## src/rtl/core/plm_pkg.sv

```systemverilog
// Shared types and codes for the pump link activity monitor.
`default_nettype none

package plm_pkg;

	localparam int KIND_W  = 2;
	localparam int FIELD_W = 16;
	localparam int AGE_W   = 32;
	localparam int ST_W    = 3;
	localparam int WIN_W   = 8;
	localparam int LIM_W   = 20;
	localparam int APB_DW  = 32;
	localparam int APB_AW  = 5;
	localparam int REG_IDX_W = 3;

	localparam logic [KIND_W-1:0] KIND_TICK   = 2'd0;
	localparam logic [KIND_W-1:0] KIND_EVAL   = 2'd1;
	localparam logic [KIND_W-1:0] KIND_REPORT = 2'd2;

	localparam logic [ST_W-1:0] ST_OK             = 3'd1;
	localparam logic [ST_W-1:0] ST_RECENT         = 3'd2;
	localparam logic [ST_W-1:0] ST_NO_COMMS       = 3'd3;
	localparam logic [ST_W-1:0] ST_NO_COMMS_LONG  = 3'd4;
	localparam logic [ST_W-1:0] ST_ONE_IDLE       = 3'd5;
	localparam logic [ST_W-1:0] ST_BOTH_IDLE      = 3'd6;
	localparam logic [ST_W-1:0] ST_BOTH_IDLE_LONG = 3'd7;

	localparam logic [REG_IDX_W-1:0] REG_RECENT_WINDOW = 3'd0;
	localparam logic [REG_IDX_W-1:0] REG_PUMP_IDLE     = 3'd1;
	localparam logic [REG_IDX_W-1:0] REG_PUMP_IDLE_LNG = 3'd2;
	localparam logic [REG_IDX_W-1:0] REG_COMMS_LOST    = 3'd3;
	localparam logic [REG_IDX_W-1:0] REG_COMMS_LOST_LNG = 3'd4;
	localparam logic [REG_IDX_W-1:0] REG_BOTH_HOLD     = 3'd5;

	localparam logic [WIN_W-1:0] RST_RECENT_WINDOW  = 8'd10;
	localparam logic [LIM_W-1:0] RST_PUMP_IDLE      = 20'd14400;
	localparam logic [LIM_W-1:0] RST_PUMP_IDLE_LNG  = 20'd28800;
	localparam logic [LIM_W-1:0] RST_COMMS_LOST     = 20'd900;
	localparam logic [LIM_W-1:0] RST_COMMS_LOST_LNG = 20'd3600;
	localparam logic [LIM_W-1:0] RST_BOTH_HOLD      = 20'd3600;

	typedef struct packed {
		logic [WIN_W-1:0] recent_window_s;
		logic [LIM_W-1:0] pump_idle_s;
		logic [LIM_W-1:0] pump_idle_long_s;
		logic [LIM_W-1:0] comms_lost_s;
		logic [LIM_W-1:0] comms_lost_long_s;
		logic [LIM_W-1:0] both_change_hold_s;
	} plm_cfg_t;

	typedef struct packed {
		logic [KIND_W-1:0]  kind;
		logic [FIELD_W-1:0] report_seq;
		logic [FIELD_W-1:0] report_pump1;
		logic [FIELD_W-1:0] report_pump2;
		logic               crc_match;
	} plm_item_t;

	typedef struct packed {
		logic [ST_W-1:0]    status;
		logic [AGE_W-1:0]   seq_age_s;
		logic [AGE_W-1:0]   pump1_age_s;
		logic [AGE_W-1:0]   pump2_age_s;
		logic [FIELD_W-1:0] held_seq;
		logic [FIELD_W-1:0] held_pump1;
		logic [FIELD_W-1:0] held_pump2;
		logic               both_changed_recent;
	} plm_result_t;

endpackage

`default_nettype wire

```

## src/rtl/core/plm_core.sv

```systemverilog
// Seconds counter, held values, change times, ages and status grading.
`default_nettype none

module plm_core
	import plm_pkg::*;
#(
	parameter int TIME_BITS  = 32,
	parameter int VALUE_BITS = 16
) (
	input  wire logic      clk,
	input  wire logic      arst_n,
	input  wire plm_cfg_t  cfg,
	input  wire plm_item_t item,
	input  wire logic      go,
	output plm_result_t    res
);

	localparam int VW = (VALUE_BITS > FIELD_W) ? VALUE_BITS : FIELD_W;
	localparam int AW = (TIME_BITS > AGE_W) ? TIME_BITS : AGE_W;
	localparam int CW = (TIME_BITS > LIM_W) ? TIME_BITS : LIM_W;

	logic [TIME_BITS-1:0]  seconds_q, seq_time_q, p1_time_q, p2_time_q, both_time_q;
	logic                  both_seen_q;
	logic [VALUE_BITS-1:0] seq_q, p1_q, p2_q;

	logic [VW-1:0]         rs_w, r1_w, r2_w;
	logic [VALUE_BITS-1:0] rs, r1, r2;
	logic                  upd, seq_chg, p1_chg, p2_chg, both_chg, both_seen_n;
	logic [TIME_BITS-1:0]  seq_age, p1_age, p2_age, both_age;
	logic [CW-1:0]         sa_c, p1a_c, p2a_c, ba_c;
	logic [VALUE_BITS-1:0] seq_n, p1_n, p2_n;
	logic [VW-1:0]         seq_o, p1_o, p2_o;
	logic [AW-1:0]         sa_o, p1a_o, p2a_o;
	logic [ST_W-1:0]       st;

	assign rs_w = VW'(item.report_seq);
	assign r1_w = VW'(item.report_pump1);
	assign r2_w = VW'(item.report_pump2);
	assign rs   = rs_w[VALUE_BITS-1:0];
	assign r1   = r1_w[VALUE_BITS-1:0];
	assign r2   = r2_w[VALUE_BITS-1:0];

	assign upd      = (item.kind == KIND_REPORT) && item.crc_match;
	assign seq_chg  = upd && (rs != seq_q);
	assign p1_chg   = upd && (r1 != p1_q);
	assign p2_chg   = upd && (r2 != p2_q);
	assign both_chg = p1_chg && p2_chg;
	assign both_seen_n = both_seen_q || both_chg;

	assign seq_n = seq_chg ? rs : seq_q;
	assign p1_n  = p1_chg ? r1 : p1_q;
	assign p2_n  = p2_chg ? r2 : p2_q;

	assign seq_age  = seq_chg  ? '0 : seconds_q - seq_time_q;
	assign p1_age   = p1_chg   ? '0 : seconds_q - p1_time_q;
	assign p2_age   = p2_chg   ? '0 : seconds_q - p2_time_q;
	assign both_age = both_chg ? '0 : seconds_q - both_time_q;

	assign sa_c  = CW'(seq_age);
	assign p1a_c = CW'(p1_age);
	assign p2a_c = CW'(p2_age);
	assign ba_c  = CW'(both_age);

	always_comb begin
		priority if (sa_c >= CW'(cfg.comms_lost_long_s)) begin
			st = ST_NO_COMMS_LONG;
		end else if (sa_c >= CW'(cfg.comms_lost_s)) begin
			st = ST_NO_COMMS;
		end else if (p1a_c >= CW'(cfg.pump_idle_long_s) &&
		             p2a_c >= CW'(cfg.pump_idle_long_s)) begin
			st = ST_BOTH_IDLE_LONG;
		end else if (p1a_c >= CW'(cfg.pump_idle_s) && p2a_c >= CW'(cfg.pump_idle_s)) begin
			st = ST_BOTH_IDLE;
		end else if (p1a_c >= CW'(cfg.pump_idle_s) || p2a_c >= CW'(cfg.pump_idle_s)) begin
			st = ST_ONE_IDLE;
		end else if (sa_c < CW'(cfg.recent_window_s)) begin
			st = ST_RECENT;
		end else begin
			st = ST_OK;
		end
	end

	assign seq_o = VW'(seq_n);
	assign p1_o  = VW'(p1_n);
	assign p2_o  = VW'(p2_n);
	assign sa_o  = AW'(seq_age);
	assign p1a_o = AW'(p1_age);
	assign p2a_o = AW'(p2_age);

	assign res.status              = st;
	assign res.seq_age_s           = sa_o[AGE_W-1:0];
	assign res.pump1_age_s         = p1a_o[AGE_W-1:0];
	assign res.pump2_age_s         = p2a_o[AGE_W-1:0];
	assign res.held_seq            = seq_o[FIELD_W-1:0];
	assign res.held_pump1          = p1_o[FIELD_W-1:0];
	assign res.held_pump2          = p2_o[FIELD_W-1:0];
	assign res.both_changed_recent = both_seen_n && (ba_c < CW'(cfg.both_change_hold_s));

	always_ff @(posedge clk or negedge arst_n) begin
		if (!arst_n) begin
			seconds_q   <= '0;
			seq_time_q  <= '0;
			p1_time_q   <= '0;
			p2_time_q   <= '0;
			both_time_q <= '0;
			both_seen_q <= 1'b0;
			seq_q       <= '0;
			p1_q        <= '0;
			p2_q        <= '0;
		end else if (go) begin
			if (item.kind == KIND_TICK) begin
				seconds_q <= seconds_q + 1'b1;
			end
			if (seq_chg) begin
				seq_time_q <= seconds_q;
			end
			if (p1_chg) begin
				p1_time_q <= seconds_q;
			end
			if (p2_chg) begin
				p2_time_q <= seconds_q;
			end
			if (both_chg) begin
				both_time_q <= seconds_q;
			end
			both_seen_q <= both_seen_n;
			seq_q       <= seq_n;
			p1_q        <= p1_n;
			p2_q        <= p2_n;
		end
	end

endmodule

`default_nettype wire
```

## config.mk

```make
export PLATFORM = sky130hd
export DESIGN_NAME = plm_core
export DESIGN_NICKNAME = d
export VERILOG_FILES = /design/src/rtl/core/plm_pkg.sv /design/src/rtl/core/plm_core.sv
export SDC_FILE = /design/constraint.sdc
export NUM_CORES = 1
export LEC_CHECK = 0
export BUFFER_PORTS_ARGS = -buffer_cell sky130_fd_sc_hd__buf_2
export CORE_MARGIN = 1.5
export CORE_UTILIZATION = 49
export CTS_BUF_LIST = sky130_fd_sc_hd__clkbuf_8
export DETAILED_ROUTE_END_ITERATION = 8
export MAX_ROUTING_LAYER = met4
export PLACE_DENSITY_LB_ADDON = 0.2
export SETUP_SLACK_MARGIN = 0.3
export SLEW_MARGIN = 5
export SYNTH_ARGS = -nofsm -noshare
export SYNTH_HDL_FRONTEND = slang
export SYNTH_SLANG_ARGS = --single-unit
```

## constraint.sdc

```tcl
create_clock -name clk -period 6.14 [get_ports clk]
set_input_delay 0.614 -clock clk [delete_from_list [all_inputs] [get_ports clk]]
set_output_delay 0.614 -clock clk [all_outputs]
set_load 0.005 [all_outputs]
```

==> results.tsv <==
stage	metric	value	unit
logic_synthesis	yosysWarnings	0	
critical_path	crit_type	flip-flop to output pin	
sta	setup_slack	-0.0977	ns
clock_network	cts_made_buffers	41	
die	die_y	205	um
die	die_area	42100	sq um
sta	tightestPinTransition	0.885	ns
placed_design	io_buffers	309	
logic_synthesis	async_flop_share	1.00	
clock_network	hold_buffers	0	
run_status	violations	setup timing	
layout	drive_gt1_frac	0.269	
drt	vias	18093	
sta	relSlewSlack	0.410	
critical_path	startpoint_type	flip-flop	
clock_network	cts_tree	done	
run	cap_violations	0	
global_routing	grt_max_degree	84	
pwr	power_density	553	nW/um^2
sta	post-route-min-period	6.24	ns
drt	viasPerCell	5.63	
die	coreArea	40000	sq um
pwr	leakage	12.4	nW
drt	wl	59200	um
global_routing	grt_pass1_wl	92400	um
drt	firstDrtPassIters	5	
die	die_w	205	um
logic_synthesis	ys_seq_elements	209	
layout	regArea	5230	sq um
logic_synthesis	ys_types	71	
critical_path	cp_max_fo	7	
placed_design	dpl-instance-area	22400	sq um
logic_synthesis	syn_nets	2749	
critical_path	crit_path_start	seconds_q[0]	
layout	nets	3096	
logic_synthesis	netlist_instances	2312	
critical_path	r2r_start	p1_q[0]	
logic_synthesis	yosys_most_used_dff	dfrtp_1	
sta	finalHoldViolCount	0	
global_routing	antenna_found_initial	1	
global_routing	grt_overflow	0	
critical_path	required	5.53	ns
die	rows	73	
critical_path	cp-end-kind	output pin	
layout	fill_cells	3646	
drt	drc	0	
sta	skew	0.0223	ns
critical_path	critical_path_arrival	5.62	ns
layout	final_cell_mix	308 x buf_2, 273 x inv_1, 264 x ha_1	
global_routing	grtUsageTotal	0.286	
die	initial_utilization	0.501	
layout	area_growth	18.5	%
drt	drt_iter0_drc	928	
die	pin_count	310	
run_status	status	finished with violations	
clock_network	insertion_delay	0.60	ns
layout	layout_commonest_cell	buf_2	
global_routing	grt_pass1_vias	17960	
clock_network	htreeDepth	2	
drt	ant_nets	0	
pwr	power	13.1	mW
placed_design	hpwl	47600	um
clock_network	path_clk_slew	0.06	ns
sta	setup_viol_count_final	4	
clock_network	clock_sinks	209	
sta	fmax	160	MHz
clock_network	cts-root-buf	clkbuf_8	
drt	wl_per_cell	18.4	um
layout	design_area	23700	sq um
hold_path	worstHoldPathType	primary input to asynchronous set/reset pin	
clock_network	clock_path_buffers	3	
logic_synthesis	synth_edf_count	0	
sta	slew_viol_final	0	
pwr	vdd_drop_max	308	uV
logic_synthesis	ys_seq_area_frac	0.261	
sta	fin_crit_sh	1.02	
logic_synthesis	synth.avg_cell_area	8.67	sq um
placed_design	place_congestion	0.928	
layout	multi_input_area	14000	sq um
sta	rsz0062_at_grt	true	
logic_synthesis	syn_area	20000	sq um
power breakdown:
part	internal, mW	switching (mW)	leakage (nW)
clock	0.864	0.647	0.492
sequential	1.51	0.112	2.80
combinational	4.45	5.53	9.16
total	6.83	6.29	12.4
metal layers:
layer / wire, um / global-route usage / part of all wire
met4: 1800 / 0.0918 / 0.030
met2: 28200 / 0.485 / 0.48
met5: 0 / - / 0
met3: 2560 / 0.0337 / 0.043
met1: 26700 / 0.356 / 0.45
worst paths after layout:
check | endpoint | cells past startpoint | slack (ns)
worst min-delay path | p1_time_q[3] | 1 | 0.04
max in group asynchronous | seconds_q[10] | 2 | 4.75
worst min register to register | both_seen_q | 1 | 0.47
worst max register to register | p1_time_q[4] | 10 | 2.73
min in group clk | p1_q[4] | 2 | 0.29
worst max-delay path | res[145] | 25 | -0.1
flip-flops by register name, indices dropped and copies added (netlist names):
register     cells
seconds_q       32
seq_time_q      32
seq_q           16
p1_time_q       32
both_time_q     32
p2_q            16
both_seen_q      1
p2_time_q       32
p1_q            16
per-stage QoR:
stage / TNS [ns] / std cells / util / hold slack [ns] / worst slack [ns]
6_report: -0.265 / 3216 / 0.593 / 0.0419 / -0.0977
5_1_grt: -1.29 / 3215 / 0.593 / 0.0778 / -0.459
4_1_cts: -0.281 / 3206 / 0.587 / 0.0530 / -0.145
3_5_place_dp: -0.126 / 3124 / 0.559 / 0.459 / -0.126
3_3_place_gp: -0.0607 / 3124 / 0.559 / 0.448 / -0.0607
2_1_floorplan: 0 / 2312 / - / 0.318 / 0.581
layout make-up:
type                            instances  area share
Timing Repair Buffer                  372      0.0856
Inverter                              263      0.0417
Clock buffer                           50      0.0290
Sequential cell                       209       0.220
Multi-Input combinational cell       1772       0.588
Clock inverter                         23     0.00770
Antenna cell                            2    0.000211
Tap cell                              525      0.0277
kinds of logic after synthesis:
family                   Yosys count  share of synthesized area
AND/OR/NAND/NOR                  583                      0.141
AO/OA/AOI/OAI                    531                      0.170
buffers and inverters            331                     0.0620
adder cells (fa/ha/maj)          275                      0.173
flip-flops                       209                      0.261
multiplexers                     204                      0.114
XOR/XNOR                         179                     0.0782
critical path, cell delays in order (launching register included):
cell       delay, ns
dfrtp_1         0.40
inv_2           0.09
buf_4           0.11
buf_6           0.13
ha_4            0.13
inv_1           0.05
fa_2            0.35
a21o_1          0.21
a311o_1         0.40
and2_4          0.17
a41oi_4         0.25
o21ai_2         0.08
xnor2_1         0.19
nor2_2          0.07
ha_1            0.30
and4_1          0.17
o2111ai_2       0.08
a21oi_1         0.06
nor4_1          0.26
buf_4           0.19
o21ai_1         0.07
a31o_2          0.24
or4_4           0.46
mux2_2          0.30
a21oi_2         0.13
buf_2           0.12
repair_timing:
action	in CTS	in global routing
endpoints found under the setup margin	4	4
resized for setup	47	45
pin swaps	27	26
setup buffers	9	8
gates cloned	0	0
cell usage after synthesis, types with 22 or more instances:
cell,count,share of area
o21ai_0,95,0.024
nor2b_1,24,0.0075
xnor2_1,123,0.054
clkbuf_1,48,0.0090
a21o_1,74,0.028
nand3_1,34,0.0085
and3_1,26,0.0081
nand2b_1,26,0.0081
dfrtp_1,209,0.26
a21oi_1,155,0.039
xor2_1,56,0.024
nor2_1,171,0.032
nor3_1,29,0.0072
mux2_2,201,0.11
nand2_1,153,0.029
nand4_1,48,0.015
ha_1,271,0.17
inv_1,263,0.049
o21a_1,22,0.0082
Power figures use the tool's default switching activity.
