$ cat config.mk
export PLATFORM = sky130hd
export DESIGN_NAME = plm_cfg
export DESIGN_NICKNAME = d
export VERILOG_FILES = /design/src/rtl/core/plm_pkg.sv /design/src/rtl/core/plm_cfg.sv
export SDC_FILE = /design/constraint.sdc
export NUM_CORES = 1
export LEC_CHECK = 0
export ABC_CLOCK_PERIOD_IN_PS = 2500
export BUFFER_PORTS_ARGS = -buffer_cell sky130_fd_sc_hd__buf_4
export CAP_MARGIN = 0
export CORE_AREA = 2 2 104 106
export CTS_BUF_LIST = sky130_fd_sc_hd__clkbuf_8
export DETAILED_ROUTE_END_ITERATION = 10
export DIE_AREA = 0 0 106 108
export GPL_TIMING_DRIVEN = 0
export PLACE_DENSITY = 0.81
export RECOVER_POWER = 50
export SYNTH_ARGS = -nofsm -noshare
export SYNTH_HDL_FRONTEND = slang
export SYNTH_SLANG_ARGS = --single-unit
$ cat constraint.sdc
create_clock -name clk -period 2.5 [get_ports clk]
set_clock_uncertainty 0.05 [all_clocks]
set_input_delay 0.75 -clock clk [delete_from_list [all_inputs] [get_ports clk]]
set_output_delay 0.75 -clock clk [all_outputs]
set_load 0.01 [all_outputs]
$ cat src/rtl/core/plm_pkg.sv
// Shared types and codes for the pump link activity monitor.
`default_nettype none

package plm_pkg;

	localparam int KIND_W  = 2;
	localparam int FIELD_W = 16;
	localparam int AGE_W   = 32;
	localparam int ST_W    = 3;
	localparam int WIN_W   = 8;
	localparam int LIM_W   = 20;
	localparam int APB_DW  = 32;
	localparam int APB_AW  = 5;
	localparam int REG_IDX_W = 3;

	localparam logic [KIND_W-1:0] KIND_TICK   = 2'd0;
	localparam logic [KIND_W-1:0] KIND_EVAL   = 2'd1;
	localparam logic [KIND_W-1:0] KIND_REPORT = 2'd2;

	localparam logic [ST_W-1:0] ST_OK             = 3'd1;
	localparam logic [ST_W-1:0] ST_RECENT         = 3'd2;
	localparam logic [ST_W-1:0] ST_NO_COMMS       = 3'd3;
	localparam logic [ST_W-1:0] ST_NO_COMMS_LONG  = 3'd4;
	localparam logic [ST_W-1:0] ST_ONE_IDLE       = 3'd5;
	localparam logic [ST_W-1:0] ST_BOTH_IDLE      = 3'd6;
	localparam logic [ST_W-1:0] ST_BOTH_IDLE_LONG = 3'd7;

	localparam logic [REG_IDX_W-1:0] REG_RECENT_WINDOW = 3'd0;
	localparam logic [REG_IDX_W-1:0] REG_PUMP_IDLE     = 3'd1;
	localparam logic [REG_IDX_W-1:0] REG_PUMP_IDLE_LNG = 3'd2;
	localparam logic [REG_IDX_W-1:0] REG_COMMS_LOST    = 3'd3;
	localparam logic [REG_IDX_W-1:0] REG_COMMS_LOST_LNG = 3'd4;
	localparam logic [REG_IDX_W-1:0] REG_BOTH_HOLD     = 3'd5;

	localparam logic [WIN_W-1:0] RST_RECENT_WINDOW  = 8'd10;
	localparam logic [LIM_W-1:0] RST_PUMP_IDLE      = 20'd14400;
	localparam logic [LIM_W-1:0] RST_PUMP_IDLE_LNG  = 20'd28800;
	localparam logic [LIM_W-1:0] RST_COMMS_LOST     = 20'd900;
	localparam logic [LIM_W-1:0] RST_COMMS_LOST_LNG = 20'd3600;
	localparam logic [LIM_W-1:0] RST_BOTH_HOLD      = 20'd3600;

	typedef struct packed {
		logic [WIN_W-1:0] recent_window_s;
		logic [LIM_W-1:0] pump_idle_s;
		logic [LIM_W-1:0] pump_idle_long_s;
		logic [LIM_W-1:0] comms_lost_s;
		logic [LIM_W-1:0] comms_lost_long_s;
		logic [LIM_W-1:0] both_change_hold_s;
	} plm_cfg_t;

	typedef struct packed {
		logic [KIND_W-1:0]  kind;
		logic [FIELD_W-1:0] report_seq;
		logic [FIELD_W-1:0] report_pump1;
		logic [FIELD_W-1:0] report_pump2;
		logic               crc_match;
	} plm_item_t;

	typedef struct packed {
		logic [ST_W-1:0]    status;
		logic [AGE_W-1:0]   seq_age_s;
		logic [AGE_W-1:0]   pump1_age_s;
		logic [AGE_W-1:0]   pump2_age_s;
		logic [FIELD_W-1:0] held_seq;
		logic [FIELD_W-1:0] held_pump1;
		logic [FIELD_W-1:0] held_pump2;
		logic               both_changed_recent;
	} plm_result_t;

endpackage

`default_nettype wire

$ cat src/rtl/core/plm_cfg.sv
// APB configuration registers for the thresholds and windows.
`default_nettype none

module plm_cfg
	import plm_pkg::*;
(
	input  wire logic              clk,
	input  wire logic              arst_n,
	input  wire logic              psel,
	input  wire logic              penable,
	input  wire logic              pwrite,
	input  wire logic [APB_AW-1:0] paddr,
	input  wire logic [APB_DW-1:0] pwdata,
	output logic      [APB_DW-1:0] prdata,
	output logic                   pready,
	output plm_cfg_t               cfg
);

	plm_cfg_t             cfg_q;
	logic                 wr_en;
	logic [REG_IDX_W-1:0] idx;

	assign pready = 1'b1;
	assign wr_en  = psel && penable && pwrite;
	assign idx    = paddr[APB_AW-1:2];
	assign cfg    = cfg_q;

	always_ff @(posedge clk or negedge arst_n) begin
		if (!arst_n) begin
			cfg_q.recent_window_s    <= RST_RECENT_WINDOW;
			cfg_q.pump_idle_s        <= RST_PUMP_IDLE;
			cfg_q.pump_idle_long_s   <= RST_PUMP_IDLE_LNG;
			cfg_q.comms_lost_s       <= RST_COMMS_LOST;
			cfg_q.comms_lost_long_s  <= RST_COMMS_LOST_LNG;
			cfg_q.both_change_hold_s <= RST_BOTH_HOLD;
		end else if (wr_en) begin
			unique case (idx)
				REG_RECENT_WINDOW:  cfg_q.recent_window_s    <= pwdata[WIN_W-1:0];
				REG_PUMP_IDLE:      cfg_q.pump_idle_s        <= pwdata[LIM_W-1:0];
				REG_PUMP_IDLE_LNG:  cfg_q.pump_idle_long_s   <= pwdata[LIM_W-1:0];
				REG_COMMS_LOST:     cfg_q.comms_lost_s       <= pwdata[LIM_W-1:0];
				REG_COMMS_LOST_LNG: cfg_q.comms_lost_long_s  <= pwdata[LIM_W-1:0];
				REG_BOTH_HOLD:      cfg_q.both_change_hold_s <= pwdata[LIM_W-1:0];
				default: ;
			endcase
		end
	end

	always_comb begin
		unique case (idx)
			REG_RECENT_WINDOW:  prdata = APB_DW'(cfg_q.recent_window_s);
			REG_PUMP_IDLE:      prdata = APB_DW'(cfg_q.pump_idle_s);
			REG_PUMP_IDLE_LNG:  prdata = APB_DW'(cfg_q.pump_idle_long_s);
			REG_COMMS_LOST:     prdata = APB_DW'(cfg_q.comms_lost_s);
			REG_COMMS_LOST_LNG: prdata = APB_DW'(cfg_q.comms_lost_long_s);
			REG_BOTH_HOLD:      prdata = APB_DW'(cfg_q.both_change_hold_s);
			default:            prdata = '0;
		endcase
	end

endmodule

`default_nettype wire

==> flow_summary_export.csv, run 1 <==
group,metric,value,unit
detailed_routing,vias,3790,
placed_design,portBuffers,153,
yosys,yosysSeqAreaShare,52.40,%
clock_tree,cts_inserted_buffers,9,
clock_tree,postCtsHoldBufs,0,
timing,rsz0062_at_grt,"yes",
global_route,grt_pass1_vias,3927,
critical_path,reg2reg_from,"cfg[89]",
clock_tree,cts_tree,"yes",
critical_path,r2r_slack,1.60,ns
yosys,synthXorXnorAreaFrac,0,%
detailed_routing,routed_wl,13.92,mm
finish,seq_area,2730,µm²
yosys,synth_fa_ha_area_share,0,%
clock_tree,htree_levels,3,
timing,min_period,2.588,ns
global_route,antenna_found_initial,0,
clock_tree,clock_path_buffers,2,
clock_tree,clkTransAtPathRegs,0.11,ns
detailed_routing,wl_met2,6.549,mm
job,drv_cap,0,
detailed_routing,wl_met1,6.128,mm
floorplanning,io_pins,183,
yosys,synth_top_area_share,41.31,%
placed_design,hpwl,9.538,mm
finish,n_antenna_cell,0,
timing,finalHoldViolCount,0,
yosys,synthMuxAreaShare,32.23,%
timing,tightest_slew,1.423,ns
yosys,synth.top_cells.by_area,"dfrtp_1 (41%), mux2_2 (27%), dfstp_2 (11%), mux2i_1 (5.0%), buf_4 (3.7%)",
timing,hold_slack,0.2722,ns
finish,largest_reg_flops,108,
finish,final_common_cell,"buf_4",
yosys,syn_avg_cell_area,13.82,µm²
yosys,synth_top_area_cell,"dfrtp_1",
detailed_routing,postRouteAntennaNets,0,
floorplanning,dieArea,11450,µm²
critical_path,crit_required,1.70,ns
detailed_routing,met3_wirelength,1.051,mm
critical_path,crit_arrival,1.79,ns
critical_path,start_kind,"input pin",
timing,fin_ws,-0.08764,ns
run_status,violations,"negative setup slack",
critical_path,path_buf_inv,4,
detailed_routing,drtPass1Iterations,4,
critical_path,cp_cell_sequence,"buf_12 -> buf_12 -> buf_6 -> mux2i_1 -> or3_1 -> o221ai_2 -> buf_4",
clock_tree,clock_sinks,108,
yosys,synth_edf_count,0,
critical_path,crit_path_top_delay_cell,"or3_1",
floorplanning,start_util,50.92,%
yosys,syn_area,5210,µm²
finish,fill_cells,744,
placed_design,dpl_cell_area,6570,µm²
critical_path,cp_max_fo,5,
yosys,synth-main-ff-cell,"dfrtp_1",
clock_tree,insertion_delay,0.36,ns
worst_hold_path,worstHoldPathType,"in2async",
floorplanning,num_rows,37,
timing,fin_setup_tns,-0.6538,ns
critical_path,path_class,"in2out",
yosys,synthArstFlopShare,100.0,%
yosys,syn_inst,377,
critical_path,crit_path_end_kind,"output pin",
finish,fin_util,69.99,%
detailed_routing,highest_layer,"met4",
detailed_routing,vias_per_cell,5.368,
finish,multi_input_area,2394,µm²
timing,fmax,386.5,MHz
timing,relSlewSlack,5.116,%
placed_design,place_inst,677,
finish,design_area,7161,µm²
detailed_routing,drc,0,
pwr,p_per_area,709.9,nW/µm²
pwr,ir_drop,0.0004145,V
detailed_routing,drt_iter0_drc,146,
critical_path,critical-path-top-delay-family,"buffers and inverters",
critical_path,r2r_cells,1,
global_route,grt_use_total,24.62,%
finish,area_growth,37.44,%
floorplanning,core-area,10230,µm²
clock_tree,root_buffer,"clkbuf_8",
yosys,yosys.area_share.simple,4.347,%
placed_design,globalplace.congestion,0.8320,
global_route,grt_pass1_wl,21.39,mm
timing,setup_violations,14,
yosys,ys_ff_latch,108,
critical_path,crit_path_frequent_cell,"buf_12",
critical_path,reg2reg_to,"cfg[89]",
yosys,synth_top_family_by_area,"multiplexers",
detailed_routing,wire_per_inst,19.72,µm
finish,layout.cells.non_filler,706,
finish,fin_nets,607,
pwr,leakagePower,0.003436,µW
finish,layout_common_cells,"buf_4 (171), mux2_2 (117), dfrtp_1 (86), mux2i_1 (25), dfstp_2 (22)",
timing,post-route-period-util,103.5,%
floorplanning,fp.dieW,106,µm
global_route,grt_start_max_net_pins,109,
global_route,grt-ovfl-total,0,
yosys,yosysWarnings,0,
run_status,status,"finished with violations",
yosys,synth-compound-area-share,5.692,%
finish,layout-drive-gt1-share,67.02,%
critical_path,critical_path.max_stage_delay,0.33,ns
floorplanning,die_y,108,µm
timing,drv_slew,0,
yosys,synth_cell_types,29,
-- metrics by stage --
stage                     worst slack (ns)  total power [µW]
after global placement             -0.4508              3964
final                             -0.08764              5083
after floorplan                   -0.02791              3153
after CTS                         -0.08636              5098
after detailed placement           -0.4388              4015
after global routing               -0.1377              5351
-- power by group --
group | switching (µW) | internal (µW)
sequential | 302 | 2140
clock | 614 | 367
combinational | 685 | 976
-- cell type report --
type | instances | area share, %
Inverter | 1 | 0.1048
Clock inverter | 7 | 0.6815
Sequential cell | 108 | 38.13
Multi-Input combinational cell | 240 | 33.43
Timing Repair Buffer | 168 | 18.73
Tap cell | 136 | 2.376
Clock buffer | 9 | 1.730
Buffer | 37 | 4.823
-- synth_stat cells, drive strengths merged, types with 2 or more instances --
library cell / n
mux2i: 26
nor2b: 4
nor2: 15
dfrtp: 86
nor3: 2
o21a: 13
clkbuf: 5
a221oi: 14
o221ai: 5
nand2: 6
nand3: 2
a31oi: 2
conb: 2
buf: 34
or3: 3
dfstp: 22
mux2: 126
nand3b: 2
nand2b: 2
-- worst max path at each step --
stage	startpoint	endpoint	slack, ns	depth (start not counted)
after detailed placement	paddr[4]	prdata[9]	-0.44	7
after global routing	paddr[2]	prdata[9]	-0.14	7
final	paddr[2]	prdata[6]	-0.09	7
after floorplan	paddr[2]	prdata[11]	-0.03	5
after CTS	paddr[2]	prdata[9]	-0.09	6
after global placement	paddr[4]	prdata[9]	-0.45	7
-- layer usage --
layer	track usage (%)	vias up
met5	0	-
met4	7.895	0
met3	6.389	16
met2	39.54	145
met1	33.02	1887
li1	-	1742
-- kinds of logic (layout without fill, tap and decap cells) --
group / after synthesis / count (layout)
mux: 152 / 152
flops: 108 / 108
buf+inv: 40 / 222
simple gates: 38 / 38
compound gates: 37 / 37
other cells: 2 / 13
-- timing repair --
item,CTS,global route
gates cloned,3,0
endpoints found under the setup margin,20,20
resized for setup,67,14
pin swaps,11,10
buffers inserted,5,6
Power figures use the tool's default switching activity.
==> run 2: changes to the inputs <==
- CTS_CLUSTER_DIAMETER: default -> 200
- PLACE_DENSITY: 0.81 -> 0.9
==> run 2 against run 1 <==
  * The flow still finishes with violations (negative setup slack)
  * Clock-buffer cell count rose by 1
  * Wire length rose by 7.0%
  * Worst setup slack improved by 0.0077 ns
  * Maximum frequency rose by 0.30%
  * Cell count fell by 0.28%
  * Worst hold slack improved by 0.22 ns
  * Global-route usage rose by 1.3 points
  * Largest cell class unchanged
==> flow_summary_export.csv, run 2 (same netlist as run 1, synthesis figures left out) <==
group,metric,value,unit
run_status,status,"finished with violations",
run_status,violations,"negative setup slack",
global_route,grt_start_max_net_pins,109,
timing,post-route-period-util,103.2,%
critical_path,crit_end,"prdata[13]",
global_route,use_met2,43.55,%
finish,final_common_cell,"buf_4",
finish,largest_reg_flops,108,
finish,fill_cells,686,
critical_path,crit_path_end_kind,"output pin",
placed_design,globalplace.congestion,0.8183,
detailed_routing,drt_iter0_drc,179,
critical_path,crit_path_frequent_cell,"buf_12",
floorplanning,start_util,50.92,%
floorplanning,num_rows,37,
global_route,grt_pass1_vias,4067,
critical_path,crit_required,1.70,ns
detailed_routing,postRouteAntennaNets,0,
timing,fmax,387.6,MHz
clock_tree,clkTransAtPathRegs,0.09,ns
detailed_routing,vias_per_cell,5.614,
placed_design,hpwl,9.816,mm
clock_tree,postCtsHoldBufs,0,
critical_path,path_class,"in2out",
critical_path,crit_arrival,1.78,ns
critical_path,crit_path_top_delay_cell,"mux2_4",
finish,layout.cells.non_filler,704,
timing,tightest_slew,1.437,ns
timing,hold_slack,0.4949,ns
detailed_routing,drtPass1Iterations,4,
finish,fin_nets,605,
global_route,met3_usage,7.354,%
global_route,grt-busiest-layer,"met2",
pwr,leakagePower,0.003434,µW
floorplanning,die_y,108,µm
timing,finalHoldViolCount,0,
timing,fin_ws,-0.07997,ns
critical_path,cp_max_fo,5,
clock_tree,htree_levels,3,
critical_path,reg2reg_from,"cfg[89]",
global_route,grt_use_total,25.88,%
clock_tree,insertion_delay,0.37,ns
job,drv_cap,0,
global_route,use_met1,32.09,%
floorplanning,io_pins,183,
timing,rsz0062_at_grt,"yes",
timing,min_period,2.580,ns
timing,fin_setup_tns,-0.6185,ns
detailed_routing,wire_per_inst,21.16,µm
detailed_routing,routed_wl,14.90,mm
critical_path,cp_cell_sequence,"buf_12 -> buf_12 -> mux2_4 -> a221oi_2 -> nor2_1 -> buf_4",
clock_tree,clock_path_buffers,2,
finish,layout_common_cells,"buf_4 (163), mux2_2 (114), dfrtp_1 (86), mux2i_1 (23), dfstp_2 (22)",
timing,drv_slew,0,
finish,area_growth,37.73,%
critical_path,reg2reg_to,"cfg[89]",
clock_tree,clock_sinks,108,
timing,setup_violations,16,
floorplanning,fp.dieW,106,µm
critical_path,crit_start,"paddr[2]",
clock_tree,root_buffer,"clkbuf_8",
global_route,grt_pass1_wl,22.59,mm
pwr,power,5304,µW
critical_path,r2r_cells,1,
pwr,p_per_area,739.1,nW/µm²
finish,n_antenna_cell,0,
pwr,ir_drop,0.0004327,V
critical_path,start_kind,"input pin",
placed_design,place_inst,677,
global_route,grt-ovfl-total,0,
timing,relSlewSlack,4.219,%
floorplanning,core-area,10230,µm²
placed_design,portBuffers,153,
critical_path,critical_path.max_stage_delay,0.30,ns
clock_tree,cts_tree,"yes",
detailed_routing,drc,0,
finish,layout-drive-gt1-share,65.49,%
clock_tree,cts_inserted_buffers,9,
global_route,antenna_found_initial,0,
floorplanning,dieArea,11450,µm²
worst_hold_path,worstHoldPathType,"reg2reg",
critical_path,r2r_slack,1.62,ns
detailed_routing,vias,3952,
==> run 2: cell count changes in the layout (fill, tap and decap cells not counted), sizes merged <==
cell | previous run | this run
bufinv | 0 | 2
clkinv | 4 | 1
clkbuf | 27 | 36
buf | 187 | 177
==> run 2: what timing repair did <==
action                                  CTS  global route
buffers inserted                          3             6
pin swaps                                10             7
gates resized for setup                  61            17
cloned                                    3             1
endpoints found under the setup margin   20            20
==> run 2: per-layer routing <==
metal  vias up  share of wire [%]
li1       1725                  -
met1      2039                 41
met2       165                 50
met3        23                7.5
met4         0                1.9
met5         -                  0
==> run 2: area by class of cell <==
cell class	count	area, µm²	area share, %
buffer	38	359.1	5.004
clock buffer	10	137.6	1.918
clock inverter	6	88.84	1.238
inverter	1	7.507	0.1046
multi-input combinational	240	2400	33.44
sequential	108	2730	38.05
tap	136	170.2	2.371
timing repair buffer	165	1282	17.87
==> run 2: metrics by stage <==
step                utilization, %  area, µm²  worst slack [ns]
global route                 70.14       7176           -0.1257
floorplan                        -       5251          -0.02791
CTS                          69.65       7126          -0.07293
detailed placement           64.22       6570           -0.4378
global placement             64.22       6570           -0.3679
finish                       70.14       7176          -0.07997
==> run 2: report_power, final <==
part           total (µW)  switching (µW)  internal, µW
Sequential           2450             312          2140
Combinational        1660             701           956
Clock                1190             601           594
==> run 2: worst min path at each step <==
stage            start       to  slack, ns  cells past startpoint
2_1_floorplan   arst_n   cfg[0]       0.40                      0
3_3_place_gp   cfg[50]  cfg[50]       0.46                      1
3_5_place_dp   cfg[58]  cfg[58]       0.47                      1
4_1_cts        cfg[58]  cfg[58]       0.49                      1
5_1_grt        cfg[19]  cfg[19]       0.51                      1
6_report       cfg[58]  cfg[58]       0.49                      1
==> run 2: critical path: cells and delay by family <==
kind,cells,cell delay [ns]
buffers and inverters,3,0.40
multiplexers,1,0.30
AND/OR/NAND/NOR,1,0.08
AO/OA/AOI/OAI,1,0.24
